===== src/design/wrms_pkg.sv =====
// Shared types and constants for the windowed RMS level meter.
// No dependencies; every other design file refers to this package by scoped names.
package wrms_pkg;

   // Sample and level widths
   localparam int LEVEL_W      = 10;
   localparam int LEVEL_MAX    = 1023;
   localparam int ROOT_W       = 10;

   // Defaults for the top-level parameter and the CSR reset values
   localparam int WINDOW_DEFAULT = 10;
   localparam int CENTRE_RESET   = 458;

   // Queue between front and back
   localparam int QUEUE_DEPTH  = 2;

   // CSR map: register index is paddr[2]
   localparam int PADDR_W      = 3;
   localparam int PDATA_W      = 32;
   localparam logic CSR_FOLD_ENABLE = 1'b0;
   localparam logic CSR_FOLD_CENTRE = 1'b1;

   // One folded sample written into the queue
   typedef struct packed {
      logic               valid;
      logic [LEVEL_W-1:0] level;
   } q_push_type;

   // Head of the queue as seen by the back end
   typedef struct packed {
      logic               valid;
      logic [LEVEL_W-1:0] level;
   } q_head_type;

endpackage


===== src/design/windowed_rms_level_meter.sv =====
// Windowed RMS level meter top level: CSR/front end, sample queue, back end.
// Depends on wrms_pkg, wrms_front, wrms_queue and wrms_back.
//
// Each transferred sample is folded about fold_centre (when fold_enable is set),
// pushed into a two-entry queue and then processed by the back end: the pop
// reads the oldest window entry and writes the new one, the S_OLDSQ, S_NEWSQ and
// S_ADD states square and update the running sum, S_ROOT runs the one-bit-per-cycle
// square root of sum/WINDOW, and S_DONE loads the output register once it is free.
// The back-end sequencer works on one item at a time; the queue accepts up to two
// samples ahead of it, and a result waits in the output register while the next
// item is worked on. The window reads as zero after reset through per-entry valid
// bits, so there is no clearing pass.
// CSRs: fold_enable at byte address 0, fold_centre at byte address 4.
module windowed_rms_level_meter #(
   parameter int WINDOW = wrms_pkg::WINDOW_DEFAULT
) (
   input  logic                          clock,
   input  logic                          reset,
   // input channel
   input  logic                          req_valid,
   output logic                          req_ready,
   input  logic [wrms_pkg::LEVEL_W-1:0]  req_sample,
   // result channel
   output logic                          rsp_valid,
   input  logic                          rsp_ready,
   output logic [wrms_pkg::LEVEL_W-1:0]  rsp_rms_level,
   // CSR port
   input  logic                          psel,
   input  logic                          penable,
   input  logic                          pwrite,
   input  logic [wrms_pkg::PADDR_W-1:0]  paddr,
   input  logic [wrms_pkg::PDATA_W-1:0]  pwdata,
   output logic [wrms_pkg::PDATA_W-1:0]  prdata,
   output logic                          pready
);

   wrms_pkg::q_push_type q_push;
   wrms_pkg::q_head_type q_head;
   logic                 q_full;
   logic                 q_pop;

   wrms_front u_front (
      .clock      (clock),
      .reset      (reset),
      .req_valid  (req_valid),
      .req_ready  (req_ready),
      .req_sample (req_sample),
      .psel       (psel),
      .penable    (penable),
      .pwrite     (pwrite),
      .paddr      (paddr),
      .pwdata     (pwdata),
      .prdata     (prdata),
      .pready     (pready),
      .q_full     (q_full),
      .q_push     (q_push)
   );

   wrms_queue u_queue (
      .clock  (clock),
      .reset  (reset),
      .q_push (q_push),
      .q_full (q_full),
      .q_pop  (q_pop),
      .q_head (q_head)
   );

   wrms_back #(
      .WINDOW (WINDOW)
   ) u_back (
      .clock         (clock),
      .reset         (reset),
      .q_head        (q_head),
      .q_pop         (q_pop),
      .rsp_valid     (rsp_valid),
      .rsp_ready     (rsp_ready),
      .rsp_rms_level (rsp_rms_level)
   );

endmodule


===== src/design/wrms_front.sv =====
// Front end: input transfer, CSR block and sample folding.
// Depends on wrms_pkg; feeds wrms_queue.
module wrms_front (
   input  logic                          clock,
   input  logic                          reset,
   // input channel
   input  logic                          req_valid,
   output logic                          req_ready,
   input  logic [wrms_pkg::LEVEL_W-1:0]  req_sample,
   // CSR port
   input  logic                          psel,
   input  logic                          penable,
   input  logic                          pwrite,
   input  logic [wrms_pkg::PADDR_W-1:0]  paddr,
   input  logic [wrms_pkg::PDATA_W-1:0]  pwdata,
   output logic [wrms_pkg::PDATA_W-1:0]  prdata,
   output logic                          pready,
   // queue side
   input  logic                          q_full,
   output wrms_pkg::q_push_type          q_push
);

   logic                          fold_enable_ff, fold_enable_in;
   logic [wrms_pkg::LEVEL_W-1:0]  fold_centre_ff, fold_centre_in;
   logic                          csr_wr;
   logic [wrms_pkg::LEVEL_W:0]    mirror;
   logic [wrms_pkg::LEVEL_W-1:0]  folded;

   // CSR write decode
   assign pready = 1'b1;
   assign csr_wr = psel & penable & pwrite;

   always_comb begin
      fold_enable_in = fold_enable_ff;
      fold_centre_in = fold_centre_ff;
      if (csr_wr) begin
         case (paddr[2])
            wrms_pkg::CSR_FOLD_ENABLE: fold_enable_in = pwdata[0];
            wrms_pkg::CSR_FOLD_CENTRE: fold_centre_in = pwdata[wrms_pkg::LEVEL_W-1:0];
            default: ;
         endcase
      end
   end

   always_ff @(posedge clock) begin
      if (reset) begin
         fold_enable_ff <= 1'b1;
         fold_centre_ff <= wrms_pkg::LEVEL_W'(wrms_pkg::CENTRE_RESET);
      end else begin
         fold_enable_ff <= fold_enable_in;
         fold_centre_ff <= fold_centre_in;
      end
   end

   // CSR read mux
   always_comb begin
      prdata = '0;
      case (paddr[2])
         wrms_pkg::CSR_FOLD_ENABLE: prdata[0] = fold_enable_ff;
         wrms_pkg::CSR_FOLD_CENTRE: prdata[wrms_pkg::LEVEL_W-1:0] = fold_centre_ff;
         default: prdata = '0;
      endcase
   end

   // Fold (when enabled): at or below centre mirrors to 2*centre - sample, saturating
   assign mirror = {fold_centre_ff, 1'b0} - {1'b0, req_sample};

   always_comb begin
      folded = req_sample;
      if (fold_enable_ff && (req_sample <= fold_centre_ff)) begin
         if (mirror > (wrms_pkg::LEVEL_W+1)'(wrms_pkg::LEVEL_MAX))
            folded = wrms_pkg::LEVEL_W'(wrms_pkg::LEVEL_MAX);
         else
            folded = mirror[wrms_pkg::LEVEL_W-1:0];
      end
   end

   // Transfer into the queue whenever it has room
   assign req_ready    = ~q_full;
   assign q_push.valid = req_valid & ~q_full;
   assign q_push.level = folded;

endmodule


===== src/design/wrms_queue.sv =====
// Short FIFO of folded samples between the front and back ends.
// Depends on wrms_pkg.
module wrms_queue (
   input  logic                  clock,
   input  logic                  reset,
   input  wrms_pkg::q_push_type  q_push,
   output logic                  q_full,
   input  logic                  q_pop,
   output wrms_pkg::q_head_type  q_head
);

   localparam int PTR_W = (wrms_pkg::QUEUE_DEPTH > 1) ? $clog2(wrms_pkg::QUEUE_DEPTH) : 1;
   localparam int CNT_W = $clog2(wrms_pkg::QUEUE_DEPTH + 1);

   logic [wrms_pkg::LEVEL_W-1:0] slot_ff [wrms_pkg::QUEUE_DEPTH];
   logic [PTR_W-1:0]             wr_ptr_ff, wr_ptr_in;
   logic [PTR_W-1:0]             rd_ptr_ff, rd_ptr_in;
   logic [CNT_W-1:0]             count_ff, count_in;
   logic                         do_push, do_pop;

   assign q_full       = (count_ff == CNT_W'(wrms_pkg::QUEUE_DEPTH));
   assign q_head.valid = (count_ff != '0);
   assign q_head.level = slot_ff[rd_ptr_ff];

   assign do_push = q_push.valid & ~q_full;
   assign do_pop  = q_pop & q_head.valid;

   // pointer wrap
   always_comb begin
      wr_ptr_in = wr_ptr_ff;
      rd_ptr_in = rd_ptr_ff;
      count_in  = count_ff;
      if (do_push)
         wr_ptr_in = (wr_ptr_ff == PTR_W'(wrms_pkg::QUEUE_DEPTH - 1)) ? '0 : wr_ptr_ff + 1'b1;
      if (do_pop)
         rd_ptr_in = (rd_ptr_ff == PTR_W'(wrms_pkg::QUEUE_DEPTH - 1)) ? '0 : rd_ptr_ff + 1'b1;
      if (do_push && !do_pop)
         count_in = count_ff + 1'b1;
      else if (do_pop && !do_push)
         count_in = count_ff - 1'b1;
   end

   always_ff @(posedge clock) begin
      if (reset) begin
         wr_ptr_ff <= '0;
         rd_ptr_ff <= '0;
         count_ff  <= '0;
      end else begin
         wr_ptr_ff <= wr_ptr_in;
         rd_ptr_ff <= rd_ptr_in;
         count_ff  <= count_in;
      end
   end

   // storage, no reset
   always_ff @(posedge clock) begin
      if (do_push)
         slot_ff[wr_ptr_ff] <= q_push.level;
   end

endmodule


===== src/design/wrms_back.sv =====
// Back end: window memory, running square sum, scaled square root, output register.
// Depends on wrms_pkg; pops from wrms_queue.
module wrms_back #(
   parameter int WINDOW = wrms_pkg::WINDOW_DEFAULT
) (
   input  logic                          clock,
   input  logic                          reset,
   input  wrms_pkg::q_head_type          q_head,
   output logic                          q_pop,
   output logic                          rsp_valid,
   input  logic                          rsp_ready,
   output logic [wrms_pkg::LEVEL_W-1:0]  rsp_rms_level
);

   localparam int SLOT_W  = $clog2(WINDOW);
   localparam int SUM_MAX = WINDOW * wrms_pkg::LEVEL_MAX * wrms_pkg::LEVEL_MAX;
   localparam int SUM_W   = $clog2(SUM_MAX + 1);
   localparam int RW      = SUM_W + 2;
   localparam int PROD_W  = 2 * wrms_pkg::LEVEL_W;
   localparam logic [RW-1:0] D_INIT = RW'(WINDOW) << (2 * (wrms_pkg::ROOT_W - 1));

   typedef enum logic [5:0] {
      S_IDLE  = 6'b000001,
      S_OLDSQ = 6'b000010,
      S_NEWSQ = 6'b000100,
      S_ADD   = 6'b001000,
      S_ROOT  = 6'b010000,
      S_DONE  = 6'b100000
   } state_type;

   state_type                     state_ff, state_in;

   // window memory with per-entry valid bits (unwritten entries read as zero)
   logic [wrms_pkg::LEVEL_W-1:0]  mem [WINDOW];
   logic [WINDOW-1:0]             mem_vld_ff;
   logic [wrms_pkg::LEVEL_W-1:0]  rd_data_ff;
   logic                          rd_vld_ff;
   logic [SLOT_W-1:0]             slot_ff;
   logic [wrms_pkg::LEVEL_W-1:0]  new_ff;

   logic [PROD_W-1:0]             prod_ff, prod_in;
   logic [SUM_W-1:0]              sum_ff, sum_in;
   logic [wrms_pkg::LEVEL_W-1:0]  old_level;

   // square root datapath: acc = W*root^2, cross = W*root<<(k+1), dsq = W<<2k
   logic [RW-1:0]                 acc_ff, acc_in;
   logic [RW-1:0]                 cross_ff, cross_in;
   logic [RW-1:0]                 dsq_ff, dsq_in;
   logic [wrms_pkg::ROOT_W-1:0]   bit_ff, bit_in;
   logic [wrms_pkg::ROOT_W-1:0]   root_ff, root_in;
   logic [RW-1:0]                 cand;
   logic [RW-1:0]                 cross_upd;
   logic                          fits;

   logic                          rsp_valid_ff, rsp_valid_in;
   logic [wrms_pkg::LEVEL_W-1:0]  rsp_level_ff;
   logic                          out_free;
   logic                          load_out;

   assign q_pop     = (state_ff == S_IDLE) & q_head.valid;
   assign out_free  = ~rsp_valid_ff | rsp_ready;
   assign load_out  = (state_ff == S_DONE) & out_free;
   assign old_level = rd_vld_ff ? rd_data_ff : '0;

   // root trial: W*(root|bit)^2 against the sum
   assign cand      = acc_ff + cross_ff + dsq_ff;
   assign fits      = (cand <= RW'(sum_ff));
   assign cross_upd = fits ? (cross_ff + {dsq_ff[RW-2:0], 1'b0}) : cross_ff;

   // sequencer and datapath next values
   always_comb begin
      state_in = state_ff;
      prod_in  = prod_ff;
      sum_in   = sum_ff;
      acc_in   = acc_ff;
      cross_in = cross_ff;
      dsq_in   = dsq_ff;
      bit_in   = bit_ff;
      root_in  = root_ff;
      case (state_ff)
         S_IDLE: begin
            if (q_head.valid)
               state_in = S_OLDSQ;
         end
         S_OLDSQ: begin
            prod_in  = old_level * old_level;
            state_in = S_NEWSQ;
         end
         S_NEWSQ: begin
            sum_in   = sum_ff - SUM_W'(prod_ff);
            prod_in  = new_ff * new_ff;
            state_in = S_ADD;
         end
         S_ADD: begin
            sum_in   = sum_ff + SUM_W'(prod_ff);
            acc_in   = '0;
            cross_in = '0;
            dsq_in   = D_INIT;
            bit_in   = {1'b1, {(wrms_pkg::ROOT_W-1){1'b0}}};
            root_in  = '0;
            state_in = S_ROOT;
         end
         S_ROOT: begin
            if (fits) begin
               acc_in  = cand;
               root_in = root_ff | bit_ff;
            end
            cross_in = cross_upd >> 1;
            dsq_in   = dsq_ff >> 2;
            bit_in   = bit_ff >> 1;
            if (bit_ff[0])
               state_in = S_DONE;
         end
         S_DONE: begin
            if (out_free)
               state_in = S_IDLE;
         end
         default: state_in = S_IDLE;
      endcase
   end

   // output register
   always_comb begin
      rsp_valid_in = rsp_valid_ff;
      if (load_out)
         rsp_valid_in = 1'b1;
      else if (rsp_ready)
         rsp_valid_in = 1'b0;
   end

   always_ff @(posedge clock) begin
      if (reset) begin
         state_ff     <= S_IDLE;
         sum_ff       <= '0;
         slot_ff      <= '0;
         mem_vld_ff   <= '0;
         rsp_valid_ff <= 1'b0;
      end else begin
         state_ff     <= state_in;
         sum_ff       <= sum_in;
         rsp_valid_ff <= rsp_valid_in;
         if (q_pop) begin
            mem_vld_ff[slot_ff] <= 1'b1;
            slot_ff <= (slot_ff == SLOT_W'(WINDOW - 1)) ? '0 : slot_ff + 1'b1;
         end
      end
   end

   // payload registers
   always_ff @(posedge clock) begin
      prod_ff  <= prod_in;
      acc_ff   <= acc_in;
      cross_ff <= cross_in;
      dsq_ff   <= dsq_in;
      bit_ff   <= bit_in;
      root_ff  <= root_in;
      if (q_pop) begin
         new_ff    <= q_head.level;
         rd_vld_ff <= mem_vld_ff[slot_ff];
      end
      if (load_out)
         rsp_level_ff <= root_ff;
   end

   // window memory: read oldest and write newest at the same slot
   always_ff @(posedge clock) begin
      if (q_pop) begin
         rd_data_ff   <= mem[slot_ff];
         mem[slot_ff] <= q_head.level;
      end
   end

   assign rsp_valid     = rsp_valid_ff;
   assign rsp_rms_level = rsp_level_ff;

   // slot pointer stays inside the window
   a_slot_range: assert property (@(posedge clock) disable iff (reset)
      slot_ff <= SLOT_W'(WINDOW - 1))
      else $error("window slot out of range");

   // running sum never exceeds a full window of maximum samples
   a_sum_bound: assert property (@(posedge clock) disable iff (reset)
      sum_ff <= SUM_W'(SUM_MAX))
      else $error("square sum out of range");

   // accepted root trials never pass the sum
   a_acc_bound: assert property (@(posedge clock) disable iff (reset)
      (state_ff == S_ROOT) |-> (acc_ff <= RW'(sum_ff)))
      else $error("root accumulator above sum");

   // a finished result shows up on the output next cycle
   a_load_shows: assert property (@(posedge clock) disable iff (reset)
      load_out |=> (rsp_valid_ff && rsp_level_ff == $past(root_ff)))
      else $error("result not loaded");

   // every pop starts an item in S_OLDSQ
   a_pop_idle: assert property (@(posedge clock) disable iff (reset)
      q_pop |=> (state_ff == S_OLDSQ))
      else $error("pop outside idle");

endmodule

===== config.mk =====
export PLATFORM = sky130hd
export DESIGN_NAME = windowed_rms_level_meter
export DESIGN_NICKNAME = d
export VERILOG_FILES = /design/src/design/wrms_pkg.sv /design/src/design/windowed_rms_level_meter.sv /design/src/design/wrms_front.sv /design/src/design/wrms_queue.sv /design/src/design/wrms_back.sv
export SDC_FILE = /design/constraint.sdc
export NUM_CORES = 1
export LEC_CHECK = 0
export BUFFER_PORTS_ARGS = -buffer_cell sky130_fd_sc_hd__buf_2
export CAP_MARGIN = 20
export CORE_ASPECT_RATIO = 2
export CORE_MARGIN = 2
export CORE_UTILIZATION = 28
export CTS_CLUSTER_SIZE = 14
export DETAILED_ROUTE_END_ITERATION = 10
export PLACE_DENSITY_LB_ADDON = 0.05
export SLEW_MARGIN = 25
export SYNTH_ARGS = -nofsm -noshare
export SYNTH_HDL_FRONTEND = slang
export SYNTH_SLANG_ARGS = --single-unit

===== constraint.sdc =====
create_clock -name clock -period 18 [get_ports clock]
set_input_delay 1.8 -clock clock [delete_from_list [all_inputs] [get_ports clock]]
set_output_delay 1.8 -clock clock [all_outputs]
set_load 0.01 [all_outputs]

# After elaboration in Yosys (flattened, before gate mapping)

Memories as Yosys holds them, arrays and structs flattened. A register that Yosys moved wholly into a read port is not among the register bits.
Index checks and enable logic that the tools add are counted.

Register bits: 199
Bits in writable memories: 120
Input bits: 52
Output and inout bits: 45
Memories kept: 2

Memory list:

| memory          | depth | bits a word | rd ports | clocked after memory_dff | write ports | RTL line         | RTL |
|---|---|---|---|---|---|---|---|
| u_back.mem      | 10    | 10          | 1        | 1                        | 1           | wrms_back.sv:34  | `logic [wrms_pkg::LEVEL_W-1:0] mem [WINDOW];` |
| u_queue.slot_ff | 2     | 10          | 1        | 1                        | 1           | wrms_queue.sv:15 | `logic [wrms_pkg::LEVEL_W-1:0] slot_ff [wrms_pkg::QUEUE_DEPTH];` |

$add $sub $neg: 11
$mul: 2
Magnitude comparators: 5
Equal/unequal tests: 12
Muxes and demuxes: 36
Bitwise logic cells: 13
Reductions and logical operators: 16

Operators by type and width:

| operator             | number |
|---|---|
| $pmux 26 s2          | 3 |
| $add 26x26->26       | 3 |
| $mux 26              | 2 |
| $pmux 24 s2          | 1 |
| $mul 10x10->20       | 2 |
| $mux 10              | 4 |
| $pmux 10 s2          | 2 |
| $pmux 20 s2          | 1 |
| $pmux 6 s6           | 1 |
| $le 26x24->1         | 1 |
| $add 24x20->24       | 1 |
| $sub 24x20->24       | 1 |
| $or 10x10->10        | 2 |
| $mux 6               | 3 |
| $mux 1               | 12 |
| $reduce_bool 2->1    | 6 |
| $gt 11x10->1 const B | 1 |
| $sub 11x10->11       | 1 |
| $le 10x10->1         | 1 |
| $mux 9               | 1 |
| $ne 2x1->1 const B   | 4 |
| $and 1x1->1          | 7 |
| $eq 6x1->1 const B   | 1 |
| $eq 6x2->1 const B   | 1 |
| 23 further kinds     | 33 |

# Depth between registers and ports, before layout

Depth in word-level cells: 8
Gate-level depth with buffers: 22

# Hierarchy

Synthesis repeated with hierarchy kept, for this count alone.

Cells, all modules: 2199
Area, all modules: 22790.6 um^2

Modules (own cells, without submodules):

| module     | instances | cells an instance | area an instance (um^2) |
|---|---|---|---|
| wrms_back  | 1         | 1924              | 20220.6 |
| wrms_front | 1         | 219               | 1631.6 |
| wrms_queue | 1         | 56                | 938.4 |

# Worst setup path before layout

Ideal clock, no wire load.

Path kind: register to register
Start point: register u_back.dsq_ff[1]
End point: register u_back.acc_ff[0], enable pin
Setup time: 479 ps
Arrival: 6810 ps
Required time: 17521 ps
Path slack: 10711 ps
Stages on the path, launching flop included: 21
Period minus slack after synthesis: 7289 ps
Cell sequence: edfxtp_1 -> fa_1 -> ha_1 -> inv_1 -> fa_1 -> and2b_1 -> o31ai_2 -> a2111o_1 -> a21oi_1 -> o21ai_0 -> a31oi_1 -> mux2i_1 -> nand2_1 -> ha_1 -> nand3_1 -> nor3_1 -> a32o_1 -> o31a_1 -> buf_4 -> nand2_1 -> o21ai_0

Cells in the longest elaborated chain, start to end: 4

RTL lines:

| element                    | RTL line         | RTL |
|---|---|---|
| start: declaration         | wrms_back.sv:48  | `logic [RW-1:0] dsq_ff, dsq_in;` |
| start signal: assignment   | wrms_back.sv:154 | `dsq_ff <= dsq_in;` |
| $add 26x26->26             | wrms_back.sv:66  | `assign cand = acc_ff + cross_ff + dsq_ff;` |
| net u_back.cand[23]        | wrms_back.sv:51  | `logic [RW-1:0] cand;` |
| $le 26x24->1               | wrms_back.sv:67  | `assign fits = (cand <= RW'(sum_ff));` |
| $ne 2x1->1 (no line)       | --               |  |
| $reduce_and 2->1 (no line) | --               |  |
| end signal: assignment     | wrms_back.sv:152 | `acc_ff <= acc_in;` |
| end: declaration           | wrms_back.sv:46  | `logic [RW-1:0] acc_ff, acc_in;` |

The timed path passes the listed nets, and every way through them passes these cells.
A chain may end at the register's enable or synchronous reset.

# Worst setup path after layout

Ends and elaborated chain as after synthesis.

==> impl_results.md <==
* Yosys warns at 0
* Post-synth EDFFs at 252
* Commonest non-fill, non-tap cells in the layout: 266 x inv_1, 252 x edfxtp_1, 210 x ha_1
* Ports at 97
* Hpwl dp at 42200 µm
* Yosys top cell area share at 33.2%
* Mapped Cells at 2199
* Crit path DAT at 6.71 ns
* Seq/Total Area, Yosys at 38.6%
* Overflow after GRT at 0
* Max-slew violations at 0
* Nets at 2601
* Synth-to-Final Area Change at 10.6%
* Cells on Worst Hold Path at 0
* Hold Path Class: register to register
* First-pass GRT wire length at 92100 µm
* Metal-1 WL at 26400 µm
* Final TNS setup at 0 ns
* Actual slew at the worst max-slew pin at 0.938 ns
* Synth Flop Type: edfxtp_1
* Clock-pin slew on the worst setup and hold paths at 0.06 ns
* Design area at 0.0252 mm²
* Post-CTS Setup Bufs at 0
* CTS H-Tree Depth at 2
* Mapped Area at 0.0228 mm²
* CTS Buffer Depth at 3
* Hold EP: u_back.rsp_rms_level[7]
* Synthesized area per cell at 10.4 µm²
* Crit path kind: register to register
* Hold_buf cts at 0
* Post-layout min period at 6.52 ns
* Width of the die at 206 µm
* Initial Util at 28.2%
* Synth cell types at 91
* Reg2Reg Depth at 21
* CTS-repair resized insts at 0
* Placed inst area at 0.0241 mm²
* R2R Setup Slk at 11.48 ns
* Die area at 0.0838 mm²
* Fin Clk Skew at 0.0390 ns
* Outcome: finished, final reports clean
* Iteration-0 DRC count of the detailed router at 632
* Unrepaired setup endpoints after global routing: false
* Leading area contributor after synthesis: edfxtp_1
* GP Congestion at 0.748
* CTS root buf: clkbuf_16
* Final Hold Vio Count at 0
* Num rows at 148
* Pre-antenna DRT Iters at 5
* Max-Cap Viols at 0
* Core Box Area at 0.0809 mm²
* CTS tree: built
* Largest net degree at the start of global routing at 51
* Reg-to-reg critical path startpoint: u_back.dsq_ff[1]
* # setup viols final at 0
* WL met3 at 1430 µm
* Antenna violations before repair at 0
* #FFs+latches synth at 313
* Largest stage delay on the critical path at 0.56 ns
* Met2 WL post-DR at 28600 µm
* CP Capture Type: register
* Crit-path cells: fa_1 > ha_1 > inv_1 > fa_1 > and2b_1 > o31ai_2 > a2111o_1 > a21oi_1 > o21ai_0 > a31oi_1 > mux2i_1 > nand2_1 > ha_1 > nand3_1 > nor3_1 > a32o_1 > o31a_1 > buf_4 > nand2_1 > o21ai_4 > buf_4
* # port buffers at 49
* Leading cell type in the layout, fill and taps excluded: inv_1
* Tcrit/Tclk final at 36.2%
* Routed WL per cell at 17.4 µm
* Synth area leaders: edfxtp_1 33%, ha_1 12%, fa_1 9.6%
* Detailed-route DRC error count at 0
* R2R Path End: u_back.acc_ff[0]
* Crit path required time at 18.19 ns
* Clock Sinks at 313
* Highest metal used: met4
* Drt via density at 4.68
* Antenna diode instance count at 0
* Vias in the first global route at 16200
* Startpoint Class: register
* Routed vias at 15500
* Post-Route WL at 57600 µm
* CP max-delay cell: fa_1
* Slew HR at 36.6%
* FMAX at 153 MHz
* ANT nets after route at 0
* Hold wc startpoint: u_back.root_ff[7]
* Share of flip-flops with an asynchronous set or reset at 0%
* GRT Total Usage at 14.1%
* Num CTS Buffers at 35
* Worst skew pair latency at 0.58 ns
* Layout cells sized above 1 at 9.49%
* Worst-path fanout max at 36
* Die height at 407 µm
## worst max-delay path by stage
stage / from / depth (start not counted) / slack, ns / to
2_1_floorplan: u_back.dsq_ff[1] / 20 / 10.71 / u_back.acc_ff[0]
3_3_place_gp: u_back.dsq_ff[1] / 21 / 11.31 / u_back.root_ff[8]
3_5_place_dp: u_back.dsq_ff[1] / 21 / 11.34 / u_back.root_ff[8]
4_1_cts: u_back.dsq_ff[1] / 21 / 11.33 / u_back.acc_ff[2]
5_1_grt: u_back.dsq_ff[1] / 21 / 10.90 / u_back.acc_ff[0]
6_report: u_back.dsq_ff[1] / 21 / 11.48 / u_back.acc_ff[0]
## flip-flops by register name (all words and copies together) (netlist names), 11 cells and up, named ones only
| register | cells |
|---|---|
| u_queue.slot_ff | 20 |
| u_back.sum_ff | 24 |
| u_back.prod_ff | 19 |
| u_back.dsq_ff | 11 |
| u_back.acc_ff | 26 |
| u_back.cross_ff | 25 |
| u_back.mem | 100 |
## area by class of cell
class,instances,area [µm²]
Fill cell,8441,55700
Multi-Input combinational cell,1536,12600
Sequential cell,313,8790
Tap cell,1050,1310
Inverter,268,1010
Clock buffer,44,941
Timing Repair Buffer,76,448
Clock inverter,18,101
## worst max-delay path, delay by kind of cell (launching register included)
kind,cells,cell delay [ns]
mux,1,0.28
buf+inv,3,0.84
flops,1,0.43
simple gates,5,1.18
fa+ha+maj,4,1.44
compound gates,8,1.98
## cells in the mapped netlist, types with 8 or more instances
cell,count
a211o_1,9
a211oi_1,27
a211oi_2,13
a21o_1,31
a21oi_1,127
a31oi_1,30
and2_1,73
and3_1,29
buf_2,8
buf_4,27
clkbuf_1,60
dfxtp_1,61
edfxtp_1,252
fa_1,109
ha_1,210
inv_1,266
mux2_2,14
mux2i_1,21
mux4_2,22
nand2_1,168
nand2b_1,15
nand3_1,26
nand3b_1,10
nand4_1,20
nor2_1,159
nor2b_1,28
nor3_1,26
nor4_1,8
o21a_1,13
o21ai_0,67
o21bai_1,17
o31ai_1,14
or3_1,9
xnor2_1,72
xor2_1,40
## kinds of logic (layout without fill, tap and decap cells)
logic type	Yosys count	in the layout	share of synthesized area [%]
adders and majority gates	319	319	21.1
DFF	313	313	38.6
buffers and inverters	371	406	6.63
muxes	58	58	3.84
AOI/OAI and AO/OA	420	420	12.4
and+or+nand+nor	603	603	13.0
other	2	23	0.0330
xor gates and xnor gates	113	113	4.43
## routing by layer
layer	up-vias	track usage, %
met3	47	1.75
met5	-	0
li1	7725	-
met4	0	3.51
met1	7536	18.5
met2	154	24.3
## through the flow
| stage | hold slack [ns] | instances | worst slack [ns] | utilization [%] |
|---|---|---|---|---|
| final | 0.449 | 3305 | 11.48 | 31.1 |
| after global routing | 0.465 | 3305 | 10.90 | 31.1 |
| after global placement | 0.434 | 3243 | 11.31 | 29.8 |
| after floorplan | 0.427 | 2220 | 10.71 | - |
| after CTS | 0.452 | 3305 | 11.33 | 31.1 |
| after detailed placement | 0.437 | 3243 | 11.34 | 29.8 |
Power is left out: the tool's default activity adds up to more than one toggle a clock period on the data nets, which glitch-free logic cannot reach.
